File: config.mk
export PLATFORM = sky130hd
export DESIGN_NAME = inactive_aging_scheduler_flat
export DESIGN_NICKNAME = d
export VERILOG_FILES = /design/src/rtl/ias_pkg.sv /design/src/rtl/ias_item_if.sv /design/src/rtl/ias_ctrl.sv /design/src/rtl/ias_datapath.sv /design/src/rtl/inactive_aging_scheduler.sv /design/src/flat_wrapper.sv
export SDC_FILE = /design/constraint.sdc
export NUM_CORES = 1
export LEC_CHECK = 0
export ABC_AREA = 1
export BUFFER_PORTS_ARGS = -buffer_cell sky130_fd_sc_hd__buf_2
export CORE_ASPECT_RATIO = 1.1
export CORE_MARGIN = 4
export CORE_UTILIZATION = 45
export CTS_CLUSTER_SIZE = 14
export DETAILED_ROUTE_END_ITERATION = 8
export SLEW_MARGIN = 0
export SYNTH_ARGS = -nofsm -noshare
export SYNTH_HDL_FRONTEND = slang
export SYNTH_SLANG_ARGS = --single-unit
export TNS_END_PERCENT = 100
File: constraint.sdc
create_clock -name clk -period 5.75 [get_ports clk]
set_clock_uncertainty 0.1 [all_clocks]
set_input_delay 0.2875 -clock clk [delete_from_list [all_inputs] [get_ports clk]]
set_output_delay 0.2875 -clock clk [all_outputs]
set_load 0.01 [all_outputs]
File: src/rtl/ias_pkg.sv
`default_nettype none
package ias_pkg;

    localparam int SLOT_W  = 3;
    localparam int STATE_W = 2;
    localparam int PRIO_W  = 8;

    localparam logic [STATE_W-1:0] PS_UNUSED  = 2'd0;
    localparam logic [STATE_W-1:0] PS_READY   = 2'd1;
    localparam logic [STATE_W-1:0] PS_RUNNING = 2'd2;
    localparam logic [STATE_W-1:0] PS_BLOCKED = 2'd3;

    localparam logic KIND_WRITE = 1'b0;
    localparam logic KIND_SCHED = 1'b1;

    typedef enum logic [1:0] {
        CS_IDLE,
        CS_SCAN,
        CS_FINISH
    } ctrl_state_t;

    typedef struct packed {
        logic write;
        logic load;
        logic scan;
        logic finish;
    } ctrl_cmd_t;

    typedef struct packed {
        logic last;
    } dp_status_t;

endpackage
`default_nettype wire

File: src/rtl/ias_item_if.sv
`default_nettype none
interface ias_item_if;
    logic                        valid;
    logic                        ready;
    logic                        kind;
    logic [ias_pkg::SLOT_W-1:0]  slot;
    logic [ias_pkg::STATE_W-1:0] slot_state;
    logic [ias_pkg::PRIO_W-1:0]  slot_priority;
    logic                        clear_age;
    logic [ias_pkg::SLOT_W-1:0]  current;

    modport source (
        output valid, kind, slot, slot_state, slot_priority, clear_age, current,
        input  ready
    );
    modport sink (
        input  valid, kind, slot, slot_state, slot_priority, clear_age, current,
        output ready
    );
endinterface

interface ias_result_if;
    logic                       valid;
    logic                       ready;
    logic [ias_pkg::SLOT_W-1:0] next_slot;

    modport source (output valid, next_slot, input ready);
    modport sink (input valid, next_slot, output ready);
endinterface
`default_nettype wire

File: src/rtl/ias_ctrl.sv
`default_nettype none
module ias_ctrl (
    input  wire logic               clk,
    input  wire logic               rst_n,
    input  wire logic               item_valid,
    input  wire logic               item_kind,
    output logic                    item_ready,
    output logic                    result_valid,
    input  wire logic               result_ready,
    output ias_pkg::ctrl_cmd_t      cmd,
    input  wire ias_pkg::dp_status_t status
);

    ias_pkg::ctrl_state_t state_reg, state_next;
    logic                 out_valid_reg, out_valid_next;
    logic                 can_finish;

    assign can_finish = !out_valid_reg || result_ready;

    always_comb
    begin
        state_next = state_reg;
        unique case (state_reg)
            ias_pkg::CS_IDLE:
            begin
                if (item_valid && item_kind == ias_pkg::KIND_SCHED)
                begin
                    state_next = ias_pkg::CS_SCAN;
                end
            end
            ias_pkg::CS_SCAN:
            begin
                if (status.last)
                begin
                    state_next = ias_pkg::CS_FINISH;
                end
            end
            ias_pkg::CS_FINISH:
            begin
                if (can_finish)
                begin
                    state_next = ias_pkg::CS_IDLE;
                end
            end
            default:
            begin
                state_next = ias_pkg::CS_IDLE;
            end
        endcase
    end

    always_comb
    begin
        item_ready = 1'b0;
        cmd        = '0;
        unique case (state_reg)
            ias_pkg::CS_IDLE:
            begin
                item_ready = 1'b1;
                cmd.write  = item_valid && item_kind == ias_pkg::KIND_WRITE;
                cmd.load   = item_valid && item_kind == ias_pkg::KIND_SCHED;
            end
            ias_pkg::CS_SCAN:
            begin
                cmd.scan = 1'b1;
            end
            ias_pkg::CS_FINISH:
            begin
                cmd.finish = can_finish;
            end
            default:
            begin
                cmd = '0;
            end
        endcase
    end

    always_comb
    begin
        out_valid_next = out_valid_reg;
        if (cmd.finish)
        begin
            out_valid_next = 1'b1;
        end
        else if (result_ready)
        begin
            out_valid_next = 1'b0;
        end
    end

    assign result_valid = out_valid_reg;

    always_ff @(posedge clk or negedge rst_n)
    begin
        if (!rst_n)
        begin
            state_reg     <= ias_pkg::CS_IDLE;
            out_valid_reg <= 1'b0;
        end
        else
        begin
            state_reg     <= state_next;
            out_valid_reg <= out_valid_next;
        end
    end

endmodule
`default_nettype wire

File: src/rtl/ias_datapath.sv
`default_nettype none
module ias_datapath #(
    parameter int SLOT_COUNT = 8,
    parameter int AGE_BITS   = 16
) (
    input  wire logic                          clk,
    input  wire logic                          rst_n,
    input  wire ias_pkg::ctrl_cmd_t            cmd,
    output ias_pkg::dp_status_t                status,
    input  wire logic [ias_pkg::SLOT_W-1:0]    slot,
    input  wire logic [ias_pkg::STATE_W-1:0]   slot_state,
    input  wire logic [ias_pkg::PRIO_W-1:0]    slot_priority,
    input  wire logic                          clear_age,
    input  wire logic [ias_pkg::SLOT_W-1:0]    current,
    output logic [ias_pkg::SLOT_W-1:0]         next_slot
);

    localparam int IDX_W = $clog2(SLOT_COUNT);

    logic [ias_pkg::STATE_W-1:0] state_reg [SLOT_COUNT];
    logic [ias_pkg::PRIO_W-1:0]  prio_reg  [SLOT_COUNT];
    logic [AGE_BITS-1:0]         age_reg   [SLOT_COUNT];

    logic [IDX_W-1:0]          idx_reg, idx_next;
    logic [IDX_W-1:0]          best_reg, best_next;
    logic                      found_reg, found_next;
    logic [ias_pkg::SLOT_W-1:0] cur_reg;
    logic [AGE_BITS-1:0]       best_age_reg, best_age_next;
    logic [ias_pkg::PRIO_W-1:0] best_prio_reg, best_prio_next;
    logic [ias_pkg::SLOT_W-1:0] next_slot_reg;

    logic                      slot_ok, cur_ok;
    logic [IDX_W-1:0]          wr_idx, cur_idx, rd_idx;
    logic [ias_pkg::STATE_W-1:0] rd_state;
    logic [ias_pkg::PRIO_W-1:0]  rd_prio;
    logic [AGE_BITS-1:0]       rd_age;
    logic [AGE_BITS:0]         sum;
    logic [AGE_BITS-1:0]       aged;
    logic                      better;

    assign slot_ok = 32'(slot) < 32'(SLOT_COUNT);
    assign cur_ok  = 32'(cur_reg) < 32'(SLOT_COUNT);
    assign wr_idx  = IDX_W'(slot);
    assign cur_idx = IDX_W'(cur_reg);
    assign rd_idx  = cmd.finish ? cur_idx : idx_reg;

    assign rd_state = state_reg[rd_idx];
    assign rd_prio  = prio_reg[rd_idx];
    assign rd_age   = age_reg[rd_idx];

    // saturating age step
    assign sum  = {1'b0, rd_age} + (AGE_BITS+1)'(rd_prio);
    assign aged = sum[AGE_BITS] ? {AGE_BITS{1'b1}} : sum[AGE_BITS-1:0];

    assign better = !found_reg || aged > best_age_reg ||
                    (aged == best_age_reg && rd_prio > best_prio_reg);

    assign status.last = idx_reg == IDX_W'(SLOT_COUNT - 1);

    always_comb
    begin
        idx_next       = idx_reg;
        found_next     = found_reg;
        best_next      = best_reg;
        best_age_next  = best_age_reg;
        best_prio_next = best_prio_reg;
        if (cmd.load)
        begin
            idx_next   = '0;
            found_next = 1'b0;
        end
        else if (cmd.scan)
        begin
            idx_next = idx_reg + IDX_W'(1);
            if (rd_state == ias_pkg::PS_READY && better)
            begin
                found_next     = 1'b1;
                best_next      = idx_reg;
                best_age_next  = aged;
                best_prio_next = rd_prio;
            end
        end
    end

    always_ff @(posedge clk or negedge rst_n)
    begin
        if (!rst_n)
        begin
            idx_reg   <= '0;
            found_reg <= 1'b0;
            for (int i = 0; i < SLOT_COUNT; i++)
            begin
                state_reg[i] <= ias_pkg::PS_UNUSED;
                prio_reg[i]  <= '0;
                age_reg[i]   <= '0;
            end
        end
        else
        begin
            idx_reg   <= idx_next;
            found_reg <= found_next;
            if (cmd.write && slot_ok)
            begin
                state_reg[wr_idx] <= slot_state;
                prio_reg[wr_idx]  <= slot_priority;
                if (clear_age)
                begin
                    age_reg[wr_idx] <= '0;
                end
            end
            if (cmd.scan)
            begin
                if (rd_state == ias_pkg::PS_READY)
                begin
                    age_reg[idx_reg] <= aged;
                end
                if (rd_state == ias_pkg::PS_BLOCKED)
                begin
                    state_reg[idx_reg] <= ias_pkg::PS_READY;
                end
            end
            if (cmd.finish)
            begin
                if (found_reg)
                begin
                    age_reg[best_reg] <= AGE_BITS'(best_prio_reg);
                end
                else if (cur_ok)
                begin
                    age_reg[cur_idx] <= AGE_BITS'(rd_prio);
                end
            end
        end
    end

    always_ff @(posedge clk)
    begin
        best_reg      <= best_next;
        best_age_reg  <= best_age_next;
        best_prio_reg <= best_prio_next;
        if (cmd.load)
        begin
            cur_reg <= current;
        end
        if (cmd.finish)
        begin
            next_slot_reg <= found_reg ? ias_pkg::SLOT_W'(best_reg) : cur_reg;
        end
    end

    assign next_slot = next_slot_reg;

endmodule
`default_nettype wire

File: src/rtl/inactive_aging_scheduler.sv
`default_nettype none
// channel | dir | handshake     | payload
// item    | in  | valid / ready | kind, slot, slot_state, slot_priority, clear_age, current
// result  | out | valid / ready | next_slot
//
// Write beat: table updated at the edge that accepts it.
// Schedule beat: the scan walks one slot per cycle through a single table port,
// then the finish state writes back the winner's age once the result register is free.
// Reset clears the slot table and returns the controller to idle.
// A stalled result holds its register; a schedule beat finishing behind it waits.
module inactive_aging_scheduler #(
    parameter int SLOT_COUNT = 8,
    parameter int AGE_BITS   = 16
) (
    input  wire logic    clk,
    input  wire logic    rst_n,
    ias_item_if.sink     item,
    ias_result_if.source result
);

    ias_pkg::ctrl_cmd_t  cmd;
    ias_pkg::dp_status_t status;

    ias_ctrl u_ctrl (
        .clk          (clk),
        .rst_n        (rst_n),
        .item_valid   (item.valid),
        .item_kind    (item.kind),
        .item_ready   (item.ready),
        .result_valid (result.valid),
        .result_ready (result.ready),
        .cmd          (cmd),
        .status       (status)
    );

    ias_datapath #(
        .SLOT_COUNT (SLOT_COUNT),
        .AGE_BITS   (AGE_BITS)
    ) u_datapath (
        .clk           (clk),
        .rst_n         (rst_n),
        .cmd           (cmd),
        .status        (status),
        .slot          (item.slot),
        .slot_state    (item.slot_state),
        .slot_priority (item.slot_priority),
        .clear_age     (item.clear_age),
        .current       (item.current),
        .next_slot     (result.next_slot)
    );

endmodule
`default_nettype wire

File: src/flat_wrapper.sv
// flat-port wrapper written by rule: the top's interface ports become plain ports
module inactive_aging_scheduler_flat 
#(
    parameter int SLOT_COUNT = 8,
    parameter int AGE_BITS   = 16
)
  (clk, rst_n, item_valid, item_kind, item_slot, item_slot_state, item_slot_priority, item_clear_age, item_current, item_ready, result_valid, result_next_slot, result_ready);
  ias_item_if item_i ();
  ias_result_if result_i ();
  input  wire logic clk;
  input  wire logic rst_n;
  input wire logic [$bits(item_i.valid)-1:0] item_valid;
  input wire logic [$bits(item_i.kind)-1:0] item_kind;
  input wire logic [$bits(item_i.slot)-1:0] item_slot;
  input wire logic [$bits(item_i.slot_state)-1:0] item_slot_state;
  input wire logic [$bits(item_i.slot_priority)-1:0] item_slot_priority;
  input wire logic [$bits(item_i.clear_age)-1:0] item_clear_age;
  input wire logic [$bits(item_i.current)-1:0] item_current;
  output wire logic [$bits(item_i.ready)-1:0] item_ready;
  output wire logic [$bits(result_i.valid)-1:0] result_valid;
  output wire logic [$bits(result_i.next_slot)-1:0] result_next_slot;
  input wire logic [$bits(result_i.ready)-1:0] result_ready;
  assign item_i.valid = item_valid;
  assign item_i.kind = item_kind;
  assign item_i.slot = item_slot;
  assign item_i.slot_state = item_slot_state;
  assign item_i.slot_priority = item_slot_priority;
  assign item_i.clear_age = item_clear_age;
  assign item_i.current = item_current;
  assign item_ready = item_i.ready;
  assign result_valid = result_i.valid;
  assign result_next_slot = result_i.next_slot;
  assign result_i.ready = result_ready;
  inactive_aging_scheduler #(.SLOT_COUNT(SLOT_COUNT), .AGE_BITS(AGE_BITS)) u_core (.clk(clk), .rst_n(rst_n), .item(item_i), .result(result_i));
endmodule
==> results of run 1 <==
[cell type report]
class,instances,share of cell area (%)
Multi-Input combinational cell,1548,43.4
Sequential cell,248,38.1
Timing Repair Buffer,116,5.48
Clock buffer,45,5.24
Inverter,171,3.88
Tap cell,426,3.19
Clock inverter,8,0.733
[kinds of logic (layout without fill, tap and decap cells)]
kind of cell | count (synthesis) | count (layout) | synth area share (%)
flops | 248 | 248 | 43.3
buf+inv | 281 | 340 | 8.01
xor+xnor | 9 | 9 | 0.536
simple gates | 1114 | 1114 | 30.5
compound gates | 390 | 390 | 14.7
fa+ha+maj | 35 | 35 | 3.03
[critical path, delay by kind of cell (launching register included)]
| kind | cells | cell delay [ps] |
|---|---|---|
| simple gates | 16 | 2120 |
| fa+ha+maj | 2 | 580 |
| compound gates | 5 | 760 |
| flops | 1 | 340 |
| buf+inv | 10 | 1240 |
[synthesized netlist by cell type, drive strengths merged, types with 6 or more instances]
| cell | number | area share (%) |
|---|---|---|
| xor2 | 6 | 0.36 |
| ha | 34 | 2.9 |
| nand3 | 166 | 5.7 |
| clkbuf | 58 | 1.5 |
| buf | 52 | 2.2 |
| inv | 168 | 4.3 |
| nand4 | 12 | 0.55 |
| edfxtp | 33 | 6.7 |
| nor2 | 87 | 2.3 |
| o22ai | 64 | 2.7 |
| dfrtp | 215 | 37 |
| a21oi | 144 | 4.9 |
| nand2 | 836 | 21 |
| o221ai | 16 | 0.95 |
| nor3 | 12 | 0.41 |
| o21ai | 151 | 5.3 |
[metrics by stage]
stage	TNS [ps]	hold slack, ps	instance area [sq um]	setup slack, ps	power [mW]
floorplan	0	-108	14700	114	7.58
global placement	0	245	15500	258	10.1
detailed placement	0	247	15500	149	10.2
CTS	0	0.480	16600	150	12.2
global route	-429	8.75	16700	-31.8	13.4
finish	0	3.52	16700	272	12.5
[where the power goes]
part / total [mW] / switching [mW] / leakage [nW] / internal (mW)
sequential: 3.13 / 0.465 / 3.06 / 2.67
combinational: 7.40 / 4.91 / 4.83 / 2.49
clock: 1.94 / 0.763 / 0.493 / 1.17
[layer usage]
layer  vias to the layer above  track usage (%)  part of all wire [%]
li1                       6860                -                     -
met1                      6887             38.7                    43
met2                       660             45.5                    46
met3                       123             3.70                   7.6
met4                         2             9.80                   3.4
met5                         -                0                 0.024
[placed cells by master, fill, tap and decap left out, types with 3 or more instances in the layout]
master | Yosys | routed
nand3_1 | 164 | 164
nand4_1 | 11 | 11
xnor2_1 | 3 | 3
buf_12 | 0 | 6
o21ai_0 | 143 | 139
inv_1 | 167 | 165
nand2_4 | 2 | 3
buf_4 | 4 | 74
xor2_1 | 6 | 6
clkbuf_16 | 0 | 29
dfrtp_1 | 215 | 215
clkbuf_8 | 0 | 9
a22oi_1 | 3 | 3
nand2_1 | 832 | 825
edfxtp_1 | 33 | 33
clkinv_2 | 0 | 3
ha_1 | 34 | 31
o21ai_4 | 1 | 3
o21ai_1 | 4 | 7
a31oi_1 | 3 | 3
o22ai_1 | 64 | 64
nand2_2 | 2 | 7
a21oi_1 | 144 | 142
bufinv_16 | 0 | 3
dlygate4sd3_1 | 0 | 10
buf_2 | 33 | 25
nor3_1 | 12 | 12
o221ai_1 | 16 | 16
clkbuf_1 | 58 | 7
nor2_1 | 85 | 84
[timing repair]
action / CTS / global route
endpoints found under the setup margin: 0 / 27
setup buffers: 0 / 6
endpoints found under the hold margin: 123 / 0
hold buffers: 10 / 0
resized for setup: 0 / 15
[worst min path at each step]
stage	end	slack (ps)	cells after the start
3_5_place_dp	u_core.u_datapath.age_reg[25]	250	1
2_1_floorplan	u_core.u_ctrl.result_valid	-110	0
3_3_place_gp	u_core.u_datapath.age_reg[25]	240	1
5_1_grt	u_core.u_datapath.prio_reg[50]	9	3
4_1_cts	u_core.u_datapath.cur_idx[0]	0.5	3
6_report	u_core.u_datapath.prio_reg[10]	4	3
==> impl_metrics.xml, run 1 <==
<?xml version="1.0" encoding="UTF-8"?>
<metrics>
  <group name="run_status">
    <metric name="outcome" unit="">completed</metric>
  </group>
  <group name="yosys">
    <metric name="syn-cell-area" unit="sq um">14700</metric>
    <metric name="netlist_instances" unit="">2077</metric>
    <metric name="synth_enable_flop_cells" unit="">33</metric>
    <metric name="seq_area_frac_synth" unit="%">43.3</metric>
    <metric name="ys_seq_elements" unit="">248</metric>
    <metric name="synthArstFlopShare" unit="%">86.7</metric>
    <metric name="avgSynthCellArea" unit="sq um">7.08</metric>
    <metric name="yosys_most_used_dff" unit="">dfrtp_1</metric>
    <metric name="yosysUniqueCellTypes" unit="">42</metric>
    <metric name="synth-warning-count" unit="">0</metric>
    <metric name="postSynthNetCount" unit="">2134</metric>
  </group>
  <group name="sta">
    <metric name="worst_slew_margin_rel" unit="%">29.1</metric>
    <metric name="finalHoldViolations" unit="">0</metric>
    <metric name="max_clock_freq" unit="MHz">183</metric>
    <metric name="worst_pin_slew" unit="ps">1060</metric>
    <metric name="final.min_clock_period" unit="ps">5480</metric>
    <metric name="report.final.setup_viol" unit="">0</metric>
    <metric name="slew_violations" unit="">0</metric>
    <metric name="min_period_over_period" unit="%">95.3</metric>
  </group>
  <group name="drt">
    <metric name="drc_markers" unit="">0</metric>
    <metric name="wl_per_cell" unit="um">19.9</metric>
    <metric name="routed-via-count" unit="">14532</metric>
    <metric name="ant_nets" unit="">0</metric>
    <metric name="route.detailed.vias_per_inst" unit="">5.67</metric>
    <metric name="totalWireLength" unit="mm">50.9</metric>
    <metric name="dr.pass1.iters" unit="">7</metric>
    <metric name="drt_first_iter_violations" unit="">1725</metric>
  </group>
  <group name="finish">
    <metric name="flip_flop_count_of_the_largest_register_all_copies_and_words_added" unit="">128</metric>
    <metric name="drive_gt1_share" unit="%">8.71</metric>
    <metric name="area_taken_by_flip_flops_and_latches" unit="sq um">6370</metric>
    <metric name="synthToLayoutAreaGrowth" unit="%">13.6</metric>
    <metric name="final_nets" unit="">2171</metric>
    <metric name="layout.core_utilization" unit="%">51.8</metric>
    <metric name="finalNonFillerCells" unit="">2562</metric>
    <metric name="fillCellCount" unit="">3270</metric>
    <metric name="footprint_of_the_multi_input_gates" unit="sq um">7250</metric>
    <metric name="n_antenna_cell" unit="">0</metric>
  </group>
  <group name="setup_path">
    <metric name="crit_path_max_incr_delay" unit="ps">340</metric>
    <metric name="r2r_cells" unit="">33</metric>
    <metric name="timing.critical_path.required" unit="ps">5900</metric>
    <metric name="worst_r2r_endpoint" unit="">u_core.u_datapath.best_age_reg[9]</metric>
    <metric name="worstSetupStartpointType" unit="">flop</metric>
    <metric name="timing_startpoint_of_the_critical_path" unit="">u_core.u_ctrl.state_reg[1]</metric>
    <metric name="cpMaxStageDelayCell" unit="">dfrtp_1</metric>
    <metric name="worstSetupEndpointType" unit="">flop</metric>
    <metric name="rr_startpoint" unit="">u_core.u_ctrl.state_reg[1]</metric>
    <metric name="worst-endpoint-arrival" unit="ps">5630</metric>
    <metric name="critical_path_destination" unit="">u_core.u_datapath.best_age_reg[9]</metric>
    <metric name="worstSetupPathType" unit="">flop to flop</metric>
    <metric name="critPathMostFrequentCell" unit="">nand2_1</metric>
    <metric name="reg2reg_setup_slack" unit="ps">270</metric>
    <metric name="worst-path-max-fanout" unit="">23</metric>
  </group>
  <group name="cts">
    <metric name="clock_tree.buffer_depth" unit="">3</metric>
    <metric name="htree_num_levels" unit="">1</metric>
    <metric name="tritoncts_num_sinks" unit="">248</metric>
    <metric name="worstSkewPairLatency" unit="ps">580</metric>
    <metric name="clk_pin_slew_worst_paths" unit="ps">60</metric>
    <metric name="cts_inserted_buffers" unit="">29</metric>
    <metric name="cts_tree" unit="">done</metric>
    <metric name="ctsRootBufferMaster" unit="">clkbuf_16</metric>
  </group>
  <group name="min_path">
    <metric name="worstHoldPathType" unit="">input port to flop</metric>
    <metric name="timing.hold.worst.start" unit="">item_slot_priority[2]</metric>
  </group>
  <group name="global_routing">
    <metric name="globalRouteOverflowTotal" unit="">0</metric>
    <metric name="grt_pass1_vias" unit="">13897</metric>
    <metric name="grt_max_degree" unit="">127</metric>
    <metric name="grt_antenna_before_repair" unit="">1</metric>
    <metric name="grt_pass1_wl" unit="mm">79.4</metric>
    <metric name="grt.total_usage" unit="%">27.9</metric>
  </group>
  <group name="die">
    <metric name="initial_core_util" unit="%">45.6</metric>
    <metric name="fp.dieW" unit="um">180</metric>
    <metric name="io_pins" unit="">27</metric>
    <metric name="die_area" unit="sq um">35700</metric>
    <metric name="rows" unit="">69</metric>
    <metric name="placeableCoreArea" unit="sq um">32300</metric>
    <metric name="overall_die_height" unit="um">198</metric>
  </group>
  <group name="placement">
    <metric name="finalWeightedCongestion" unit="">0.916</metric>
    <metric name="place_hpwl" unit="mm">35.1</metric>
    <metric name="io_buffer_count" unit="">26</metric>
    <metric name="cell_total_after_placement" unit="">2493</metric>
  </group>
  <group name="pwr">
    <metric name="cellLeakagePower" unit="nW">8.38</metric>
    <metric name="vdd.ir_drop.worst" unit="uV">381</metric>
    <metric name="p_per_area" unit="nW/um^2">746</metric>
  </group>
  <group name="job">
    <metric name="max_cap_violations" unit="">0</metric>
  </group>
</metrics>
Power figures use the tool's default switching activity.
==> run 2, diff against run 1 <==
CORE_MARGIN = 2   (was 4)
PLACE_DENSITY = 0.72   (was unset)
==> run 2 against run 1 <==
Compared with the run above:
- critical path depth shrank 1
- via count rose by 1.5%
- largest cell class unchanged
- cell area up 0.52%
- combinational power shrank 1%
- maximum frequency rose by 0.53%
==> impl_metrics.xml, run 2 (synthesized netlist as in run 1, its figures left out) <==
<?xml version="1.0" encoding="UTF-8"?>
<metrics>
  <group name="global_routing">
    <metric name="grt_max_degree" unit="">171</metric>
    <metric name="grt_antenna_before_repair" unit="">0</metric>
    <metric name="grt_pass1_vias" unit="">14264</metric>
    <metric name="grt_pass1_wl" unit="mm">77.3</metric>
    <metric name="grt.total_usage" unit="%">28.4</metric>
    <metric name="globalRouteOverflowTotal" unit="">0</metric>
  </group>
  <group name="setup_path">
    <metric name="rr_startpoint" unit="">u_core.u_ctrl.state_reg[1]</metric>
    <metric name="timing.critical_path.required" unit="ps">5930</metric>
    <metric name="worst-endpoint-arrival" unit="ps">5630</metric>
    <metric name="worst-path-max-fanout" unit="">23</metric>
    <metric name="crit_path_max_incr_delay" unit="ps">380</metric>
    <metric name="worstSetupPathType" unit="">flop to flop</metric>
    <metric name="cpMaxStageDelayCell" unit="">ha_2</metric>
    <metric name="worstSetupStartpointType" unit="">flop</metric>
    <metric name="timing_startpoint_of_the_critical_path" unit="">u_core.u_ctrl.state_reg[1]</metric>
    <metric name="reg2reg_setup_slack" unit="ps">300</metric>
    <metric name="critPathMostFrequentCell" unit="">nand2_1</metric>
    <metric name="worstSetupEndpointType" unit="">flop</metric>
    <metric name="worst_r2r_endpoint" unit="">u_core.u_datapath.best_age_reg[11]</metric>
    <metric name="critical_path_destination" unit="">u_core.u_datapath.best_age_reg[11]</metric>
    <metric name="r2r_cells" unit="">32</metric>
  </group>
  <group name="pwr">
    <metric name="vdd.ir_drop.worst" unit="uV">313</metric>
    <metric name="p_per_area" unit="nW/um^2">736</metric>
    <metric name="cellLeakagePower" unit="nW">8.43</metric>
    <metric name="design_power_total" unit="mW">12.4</metric>
  </group>
  <group name="drt">
    <metric name="drt_first_iter_violations" unit="">1691</metric>
    <metric name="dr.pass1.iters" unit="">6</metric>
    <metric name="wl_per_cell" unit="um">18.7</metric>
    <metric name="route.detailed.vias_per_inst" unit="">5.74</metric>
    <metric name="totalWireLength" unit="mm">48.2</metric>
    <metric name="ant_nets" unit="">0</metric>
    <metric name="drc_markers" unit="">0</metric>
    <metric name="routed-via-count" unit="">14750</metric>
  </group>
  <group name="cts">
    <metric name="tritoncts_num_sinks" unit="">248</metric>
    <metric name="cts_tree" unit="">done</metric>
    <metric name="clk_pin_slew_worst_paths" unit="ps">60</metric>
    <metric name="htree_num_levels" unit="">1</metric>
    <metric name="clock_tree.buffer_depth" unit="">3</metric>
    <metric name="ctsRootBufferMaster" unit="">clkbuf_16</metric>
    <metric name="worstSkewPairLatency" unit="ps">590</metric>
    <metric name="cts_inserted_buffers" unit="">29</metric>
  </group>
  <group name="min_path">
    <metric name="holdPathStages" unit="">3</metric>
    <metric name="worstHoldPathType" unit="">input port to flop</metric>
  </group>
  <group name="finish">
    <metric name="finalNonFillerCells" unit="">2571</metric>
    <metric name="layout_common_cells" unit="">nand2_1, dfrtp_1, inv_1, nand3_1, a21oi_1</metric>
    <metric name="layout.cells.most_common" unit="">nand2_1</metric>
    <metric name="drive_gt1_share" unit="%">8.77</metric>
    <metric name="flip_flop_count_of_the_largest_register_all_copies_and_words_added" unit="">128</metric>
    <metric name="synthToLayoutAreaGrowth" unit="%">14.2</metric>
    <metric name="final_nets" unit="">2180</metric>
  </group>
  <group name="die">
    <metric name="die_area" unit="sq um">34200</metric>
    <metric name="initial_core_util" unit="%">45.6</metric>
    <metric name="fp.dieW" unit="um">176</metric>
    <metric name="rows" unit="">69</metric>
    <metric name="io_pins" unit="">27</metric>
    <metric name="placeableCoreArea" unit="sq um">32300</metric>
    <metric name="overall_die_height" unit="um">194</metric>
  </group>
  <group name="sta">
    <metric name="finalHoldViolations" unit="">0</metric>
    <metric name="slew_violations" unit="">0</metric>
    <metric name="final_critical_path_setup_slack" unit="ps">301</metric>
    <metric name="final.min_clock_period" unit="ps">5450</metric>
    <metric name="min_period_over_period" unit="%">94.8</metric>
    <metric name="max_clock_freq" unit="MHz">184</metric>
    <metric name="worst_slew_margin_rel" unit="%">29.8</metric>
    <metric name="report.final.setup_viol" unit="">0</metric>
    <metric name="worst_pin_slew" unit="ps">1050</metric>
  </group>
  <group name="placement">
    <metric name="cell_total_after_placement" unit="">2497</metric>
    <metric name="place_hpwl" unit="mm">33.4</metric>
    <metric name="io_buffer_count" unit="">26</metric>
    <metric name="pre_cts_slack" unit="ps">108</metric>
    <metric name="finalWeightedCongestion" unit="">0.969</metric>
  </group>
  <group name="job">
    <metric name="max_cap_violations" unit="">0</metric>
  </group>
  <group name="run_status">
    <metric name="outcome" unit="">completed</metric>
  </group>
</metrics>
## run 2: report_power, final
group	internal [mW]	switching (mW)	total, mW
clock network	1.14	0.784	1.93
logic	2.48	4.82	7.30
registers	2.67	0.473	3.14
## run 2: layout make-up
| class | instances | area (sq um) |
|---|---|---|
| Fill cell | 3201 | 15500 |
| Multi-Input combinational cell | 1548 | 7240 |
| Sequential cell | 248 | 6370 |
| Timing Repair Buffer | 125 | 1020 |
| Clock buffer | 39 | 825 |
| Inverter | 171 | 646 |
| Tap cell | 426 | 533 |
| Clock inverter | 13 | 166 |
| Antenna cell | 1 | 2.50 |
## run 2: timing repair
action	4_1_cts	5_1_grt
resized for setup	0	19
hold endpoints to repair	110	0
endpoints found under the setup margin	0	27
hold buffers	15	0
setup buffers	0	6
## run 2: worst max-delay path: cells and delay by family, from the launching register on
kind	cells	cell delay [ps]
AND/OR/NAND/NOR	18	2280
buffers and inverters	8	1020
AO/OA/AOI/OAI	4	710
adder cells (fa/ha/maj)	2	640
flip-flops	1	340
## run 2: per-stage QoR
step | hold slack (ps) | area [sq um] | setup TNS (ps) | utilization, %
final | 24.6 | 16800 | 0 | 52.1
after global routing | 44.2 | 16800 | -33.9 | 52.0
after CTS | 0.802 | 16700 | 0 | 51.6
after global placement | 111 | 15500 | 0 | 48.1
after detailed placement | 114 | 15500 | 0 | 48.1
after floorplan | -108 | 14700 | 0 | -
## run 2: worst min-delay path by stage
stage | start | slack, ps | end
4_1_cts | item_slot_priority[1] | 0.8 | u_core.u_datapath.prio_reg[9]
5_1_grt | item_valid | 40 | u_core.u_datapath.cur_idx[1]
2_1_floorplan | rst_n | -110 | u_core.u_ctrl.result_valid
3_5_place_dp | rst_n | 110 | u_core.u_datapath.age_reg[9]
6_report | item_valid | 20 | u_core.u_datapath.cur_idx[0]
3_3_place_gp | rst_n | 110 | u_core.u_datapath.age_reg[9]
## run 2: routing by layer
metal	GRT usage, %	up-vias	part of all wire (%)
li1	-	6877	-
met1	37.7	6979	40
met2	47.0	771	48
met3	3.73	123	8.4
met4	11.7	0	3.5
met5	0	-	0
==> run 3, diff against run 2 <==
ABC_AREA = unset   (was 1)
==> run 3 against run 2 <==
Compared with the run above:
- the run now ends with negative setup slack left
- routed wire length grew 0.26%
- die area grew 1.2%
- largest cell class unchanged
- sequential cell count is the same
- synthesized area grew 1.2%
- highest routed layer is now met5
- largest power group unchanged
- synthesized cell count shrank 30%
- utilization grew 2.4 points
- power shrank 19%
- sequential share of layout area shrank 1.8 points
- via count shrank 11%
- first-iteration DRC count shrank 23%
==> impl_metrics.xml, run 3 <==
<?xml version="1.0" encoding="UTF-8"?>
<metrics>
  <group name="finish">
    <metric name="drive_gt1_share" unit="%">25.4</metric>
    <metric name="fillCellCount" unit="">2812</metric>
    <metric name="synthToLayoutAreaGrowth" unit="%">18.6</metric>
    <metric name="n_antenna_cell" unit="">0</metric>
    <metric name="layout_common_cells" unit="">dfrtp_1, nand2_1, buf_4, nand3_1, a22oi_1</metric>
    <metric name="layout.core_utilization" unit="%">54.4</metric>
    <metric name="layout.cells.most_common" unit="">dfrtp_1</metric>
    <metric name="layout.cell_area.non_filler" unit="sq um">17700</metric>
    <metric name="final_nets" unit="">1639</metric>
    <metric name="flip_flop_count_of_the_largest_register_all_copies_and_words_added" unit="">128</metric>
  </group>
  <group name="setup_path">
    <metric name="worst_path_dominant_cell_family" unit="">simple AND/OR/NAND/NOR gates</metric>
    <metric name="critPathMostFrequentCell" unit="">buf_4</metric>
    <metric name="crit_path_max_incr_delay" unit="ps">530</metric>
    <metric name="reg2reg_setup_slack" unit="ps">-4</metric>
    <metric name="timing.critical_path.required" unit="ps">5910</metric>
    <metric name="worstSetupEndpointType" unit="">flop</metric>
    <metric name="worst-path-max-fanout" unit="">11</metric>
    <metric name="cp.buffers_inverters" unit="">6</metric>
    <metric name="worstSetupStartpointType" unit="">flop</metric>
    <metric name="worstSetupPathType" unit="">flop to flop</metric>
    <metric name="cpMaxStageDelayCell" unit="">or4_1</metric>
    <metric name="worst-endpoint-arrival" unit="ps">5920</metric>
  </group>
  <group name="pwr">
    <metric name="vdd.ir_drop.worst" unit="uV">315</metric>
    <metric name="power_switching" unit="mW">4.26</metric>
    <metric name="cellLeakagePower" unit="nW">7.83</metric>
    <metric name="swShare" unit="%">42.5</metric>
    <metric name="design_power_total" unit="mW">10.0</metric>
    <metric name="power_frac_clock" unit="%">18.6</metric>
    <metric name="p_per_area" unit="nW/um^2">568</metric>
    <metric name="p_int" unit="mW">5.76</metric>
    <metric name="power.share.combinational" unit="%">53.0</metric>
    <metric name="seq_power_share" unit="%">28.4</metric>
  </group>
  <group name="die">
    <metric name="overall_die_height" unit="um">195</metric>
    <metric name="initial_core_util" unit="%">45.9</metric>
    <metric name="fp.dieW" unit="um">177</metric>
    <metric name="rows" unit="">69</metric>
    <metric name="die_area" unit="sq um">34600</metric>
    <metric name="io_pins" unit="">27</metric>
    <metric name="placeableCoreArea" unit="sq um">32500</metric>
  </group>
  <group name="yosys">
    <metric name="synth_top_area_share" unit="%">36.1</metric>
    <metric name="synthArstFlopShare" unit="%">86.7</metric>
    <metric name="seq_area_frac_synth" unit="%">42.8</metric>
    <metric name="synth_enable_flop_cells" unit="">33</metric>
    <metric name="syn-cell-area" unit="sq um">14900</metric>
    <metric name="yosysUniqueCellTypes" unit="">90</metric>
    <metric name="netlist_instances" unit="">1460</metric>
    <metric name="synth-warning-count" unit="">0</metric>
    <metric name="synthTopCellsByCount" unit="">dfrtp_1, nand2_1, nand3_1</metric>
    <metric name="ys_top_cells_by_area" unit="">dfrtp_1, edfxtp_1, nand2_1, mux4_2, mux2_2</metric>
    <metric name="avgSynthCellArea" unit="sq um">10.2</metric>
    <metric name="ys_seq_elements" unit="">248</metric>
    <metric name="yosys_most_used_dff" unit="">dfrtp_1</metric>
    <metric name="synth.most_common_cell" unit="">dfrtp_1</metric>
    <metric name="postSynthNetCount" unit="">1517</metric>
    <metric name="post-synth-top-area-cell" unit="">dfrtp_1</metric>
  </group>
  <group name="cts">
    <metric name="htree_num_levels" unit="">1</metric>
    <metric name="tritoncts_num_sinks" unit="">248</metric>
    <metric name="worstSkewPairLatency" unit="ps">550</metric>
    <metric name="cts_inserted_buffers" unit="">27</metric>
    <metric name="ctsRootBufferMaster" unit="">clkbuf_16</metric>
    <metric name="cts_tree" unit="">done</metric>
    <metric name="clk_pin_slew_worst_paths" unit="ps">60</metric>
    <metric name="clock_tree.buffer_depth" unit="">3</metric>
  </group>
  <group name="run_status">
    <metric name="outcome" unit="">finished, violations left</metric>
    <metric name="violations" unit="">negative setup slack</metric>
  </group>
  <group name="sta">
    <metric name="totalNegativeSetupSlack" unit="ps">-18.6</metric>
    <metric name="finalHoldViolations" unit="">0</metric>
    <metric name="report.final.setup_viol" unit="">5</metric>
    <metric name="grt_setup_unrepaired" unit="">true</metric>
    <metric name="worst_slew_margin_rel" unit="%">11.7</metric>
    <metric name="worst_pin_slew" unit="ps">1310</metric>
    <metric name="max_clock_freq" unit="MHz">174</metric>
    <metric name="final_critical_path_setup_slack" unit="ps">-4.31</metric>
    <metric name="final.min_clock_period" unit="ps">5750</metric>
    <metric name="slew_violations" unit="">0</metric>
    <metric name="min_period_over_period" unit="%">100</metric>
  </group>
  <group name="drt">
    <metric name="dr.pass1.iters" unit="">6</metric>
    <metric name="drt_first_iter_violations" unit="">1301</metric>
    <metric name="totalWireLength" unit="mm">48.3</metric>
    <metric name="ant_nets" unit="">0</metric>
    <metric name="drc_markers" unit="">0</metric>
    <metric name="route.detailed.vias_per_inst" unit="">6.44</metric>
    <metric name="wl_per_cell" unit="um">23.8</metric>
    <metric name="routed-via-count" unit="">13060</metric>
  </group>
  <group name="global_routing">
    <metric name="grt_pass1_wl" unit="mm">75.4</metric>
    <metric name="grtUsageMet3" unit="%">6.24</metric>
    <metric name="grt_pass1_vias" unit="">12935</metric>
    <metric name="met2_usage" unit="%">43.1</metric>
    <metric name="grt_antenna_before_repair" unit="">0</metric>
    <metric name="grt_max_degree" unit="">112</metric>
    <metric name="grt.total_usage" unit="%">28.1</metric>
    <metric name="global_route_track_usage_on_met1" unit="%">38.1</metric>
    <metric name="global_route.peak_usage_layer" unit="">met2</metric>
    <metric name="globalRouteOverflowTotal" unit="">0</metric>
  </group>
  <group name="placement">
    <metric name="place_hpwl" unit="mm">32.7</metric>
    <metric name="pre_cts_slack" unit="ps">-62.5</metric>
    <metric name="finalWeightedCongestion" unit="">0.979</metric>
    <metric name="io_buffer_count" unit="">26</metric>
    <metric name="post_dp_cell_area" unit="sq um">16200</metric>
  </group>
  <group name="min_path">
    <metric name="worstHoldPathType" unit="">input port to flop</metric>
  </group>
  <group name="job">
    <metric name="max_cap_violations" unit="">0</metric>
  </group>
</metrics>
## run 3: final timing paths
check	endpoint	startpoint	cells past startpoint
hold reg to reg	u_core.u_datapath.prio_reg[50]	u_core.u_datapath.prio_reg[50]	2
setup reg to reg	u_core.u_datapath.best_prio_reg[4]	u_core.u_ctrl.state_reg[1]	27
max in group asynchronous	u_core.u_datapath.age_reg[44]	rst_n	3
hold / removal	u_core.u_ctrl.state_reg[0]	item_kind	3
setup / recovery	u_core.u_datapath.best_prio_reg[4]	u_core.u_ctrl.state_reg[1]	27
min in group asynchronous	u_core.u_datapath.age_reg[95]	rst_n	2
## run 3: power groups by stage
| stage | Combinational [mW] | Sequential, mW | Clock, mW |
|---|---|---|---|
| 6_report | 5.31 | 2.85 | 1.87 |
| 5_1_grt | 5.71 | 2.90 | 1.97 |
| 4_1_cts | 4.95 | 2.82 | 1.89 |
| 3_5_place_dp | 4.90 | 2.85 | 0 |
| 3_3_place_gp | 4.80 | 2.83 | 0 |
| 2_1_floorplan | 3.35 | 2.70 | 0 |
## run 3: final cells by class
class | count | area (sq um) | area share (%)
multi-input cells | 1061 | 8040 | 45.5
flip-flops and latches | 248 | 6370 | 36.1
repair buffers | 196 | 1590 | 8.98
clock buffers | 34 | 764 | 4.33
well taps | 426 | 533 | 3.02
clock inverters | 16 | 184 | 1.04
inverters | 48 | 180 | 1.02
## run 3: worst reg2reg max path, stage by stage (launching register included)
cell	delay, ps
dfrtp_1	400
and2b_4	210
buf_4	160
buf_4	180
a21oi_4	190
nor2_4	60
buf_12	140
a311oi_1	230
a21o_1	190
ha_2	230
inv_2	40
fa_2	360
nor2b_1	150
o21ai_2	80
a21oi_2	190
o41ai_4	140
buf_4	170
or4_1	530
a21oi_2	180
nand2b_4	160
ha_1	150
nand4_1	80
nor2_1	150
nand2_1	110
nor3_2	170
nor4_2	90
a311oi_4	410
buf_6	210
## run 3: repair_timing
item,in CTS,in global routing
hold buffers,15,0
gates resized for setup,3,31
pin swaps,2,13
setup buffers,1,30
hold endpoints to repair,163,0
gates cloned,0,2
setup endpoints to repair,27,27
## run 3: kinds of logic after synthesis
group	count (synthesis)	synth area share, %
multiplexers	151	13.4
buffers and inverters	151	4.70
XOR/XNOR	7	0.412
adder cells (fa/ha/maj)	35	2.99
flip-flops	248	42.8
AO/OA/AOI/OAI	360	19.0
AND/OR/NAND/NOR	508	16.7
## run 3: metal layers
layer / wire length, um / vias to the layer above / part of all wire (%)
met1: 19100 / 6337 / 40
met5: 46 / - / 0.095
met4: 2660 / 2 / 5.5
li1: - / 5704 / -
met3: 4800 / 210 / 9.9
met2: 21700 / 807 / 45
## run 3: per-stage QoR
stage                     instances  hold slack (ps)
after floorplan                1460             -108
after global placement         1931              319
after detailed placement       1931              322
after CTS                      1997            0.462
after global routing           2029             53.1
final                          2029             17.2
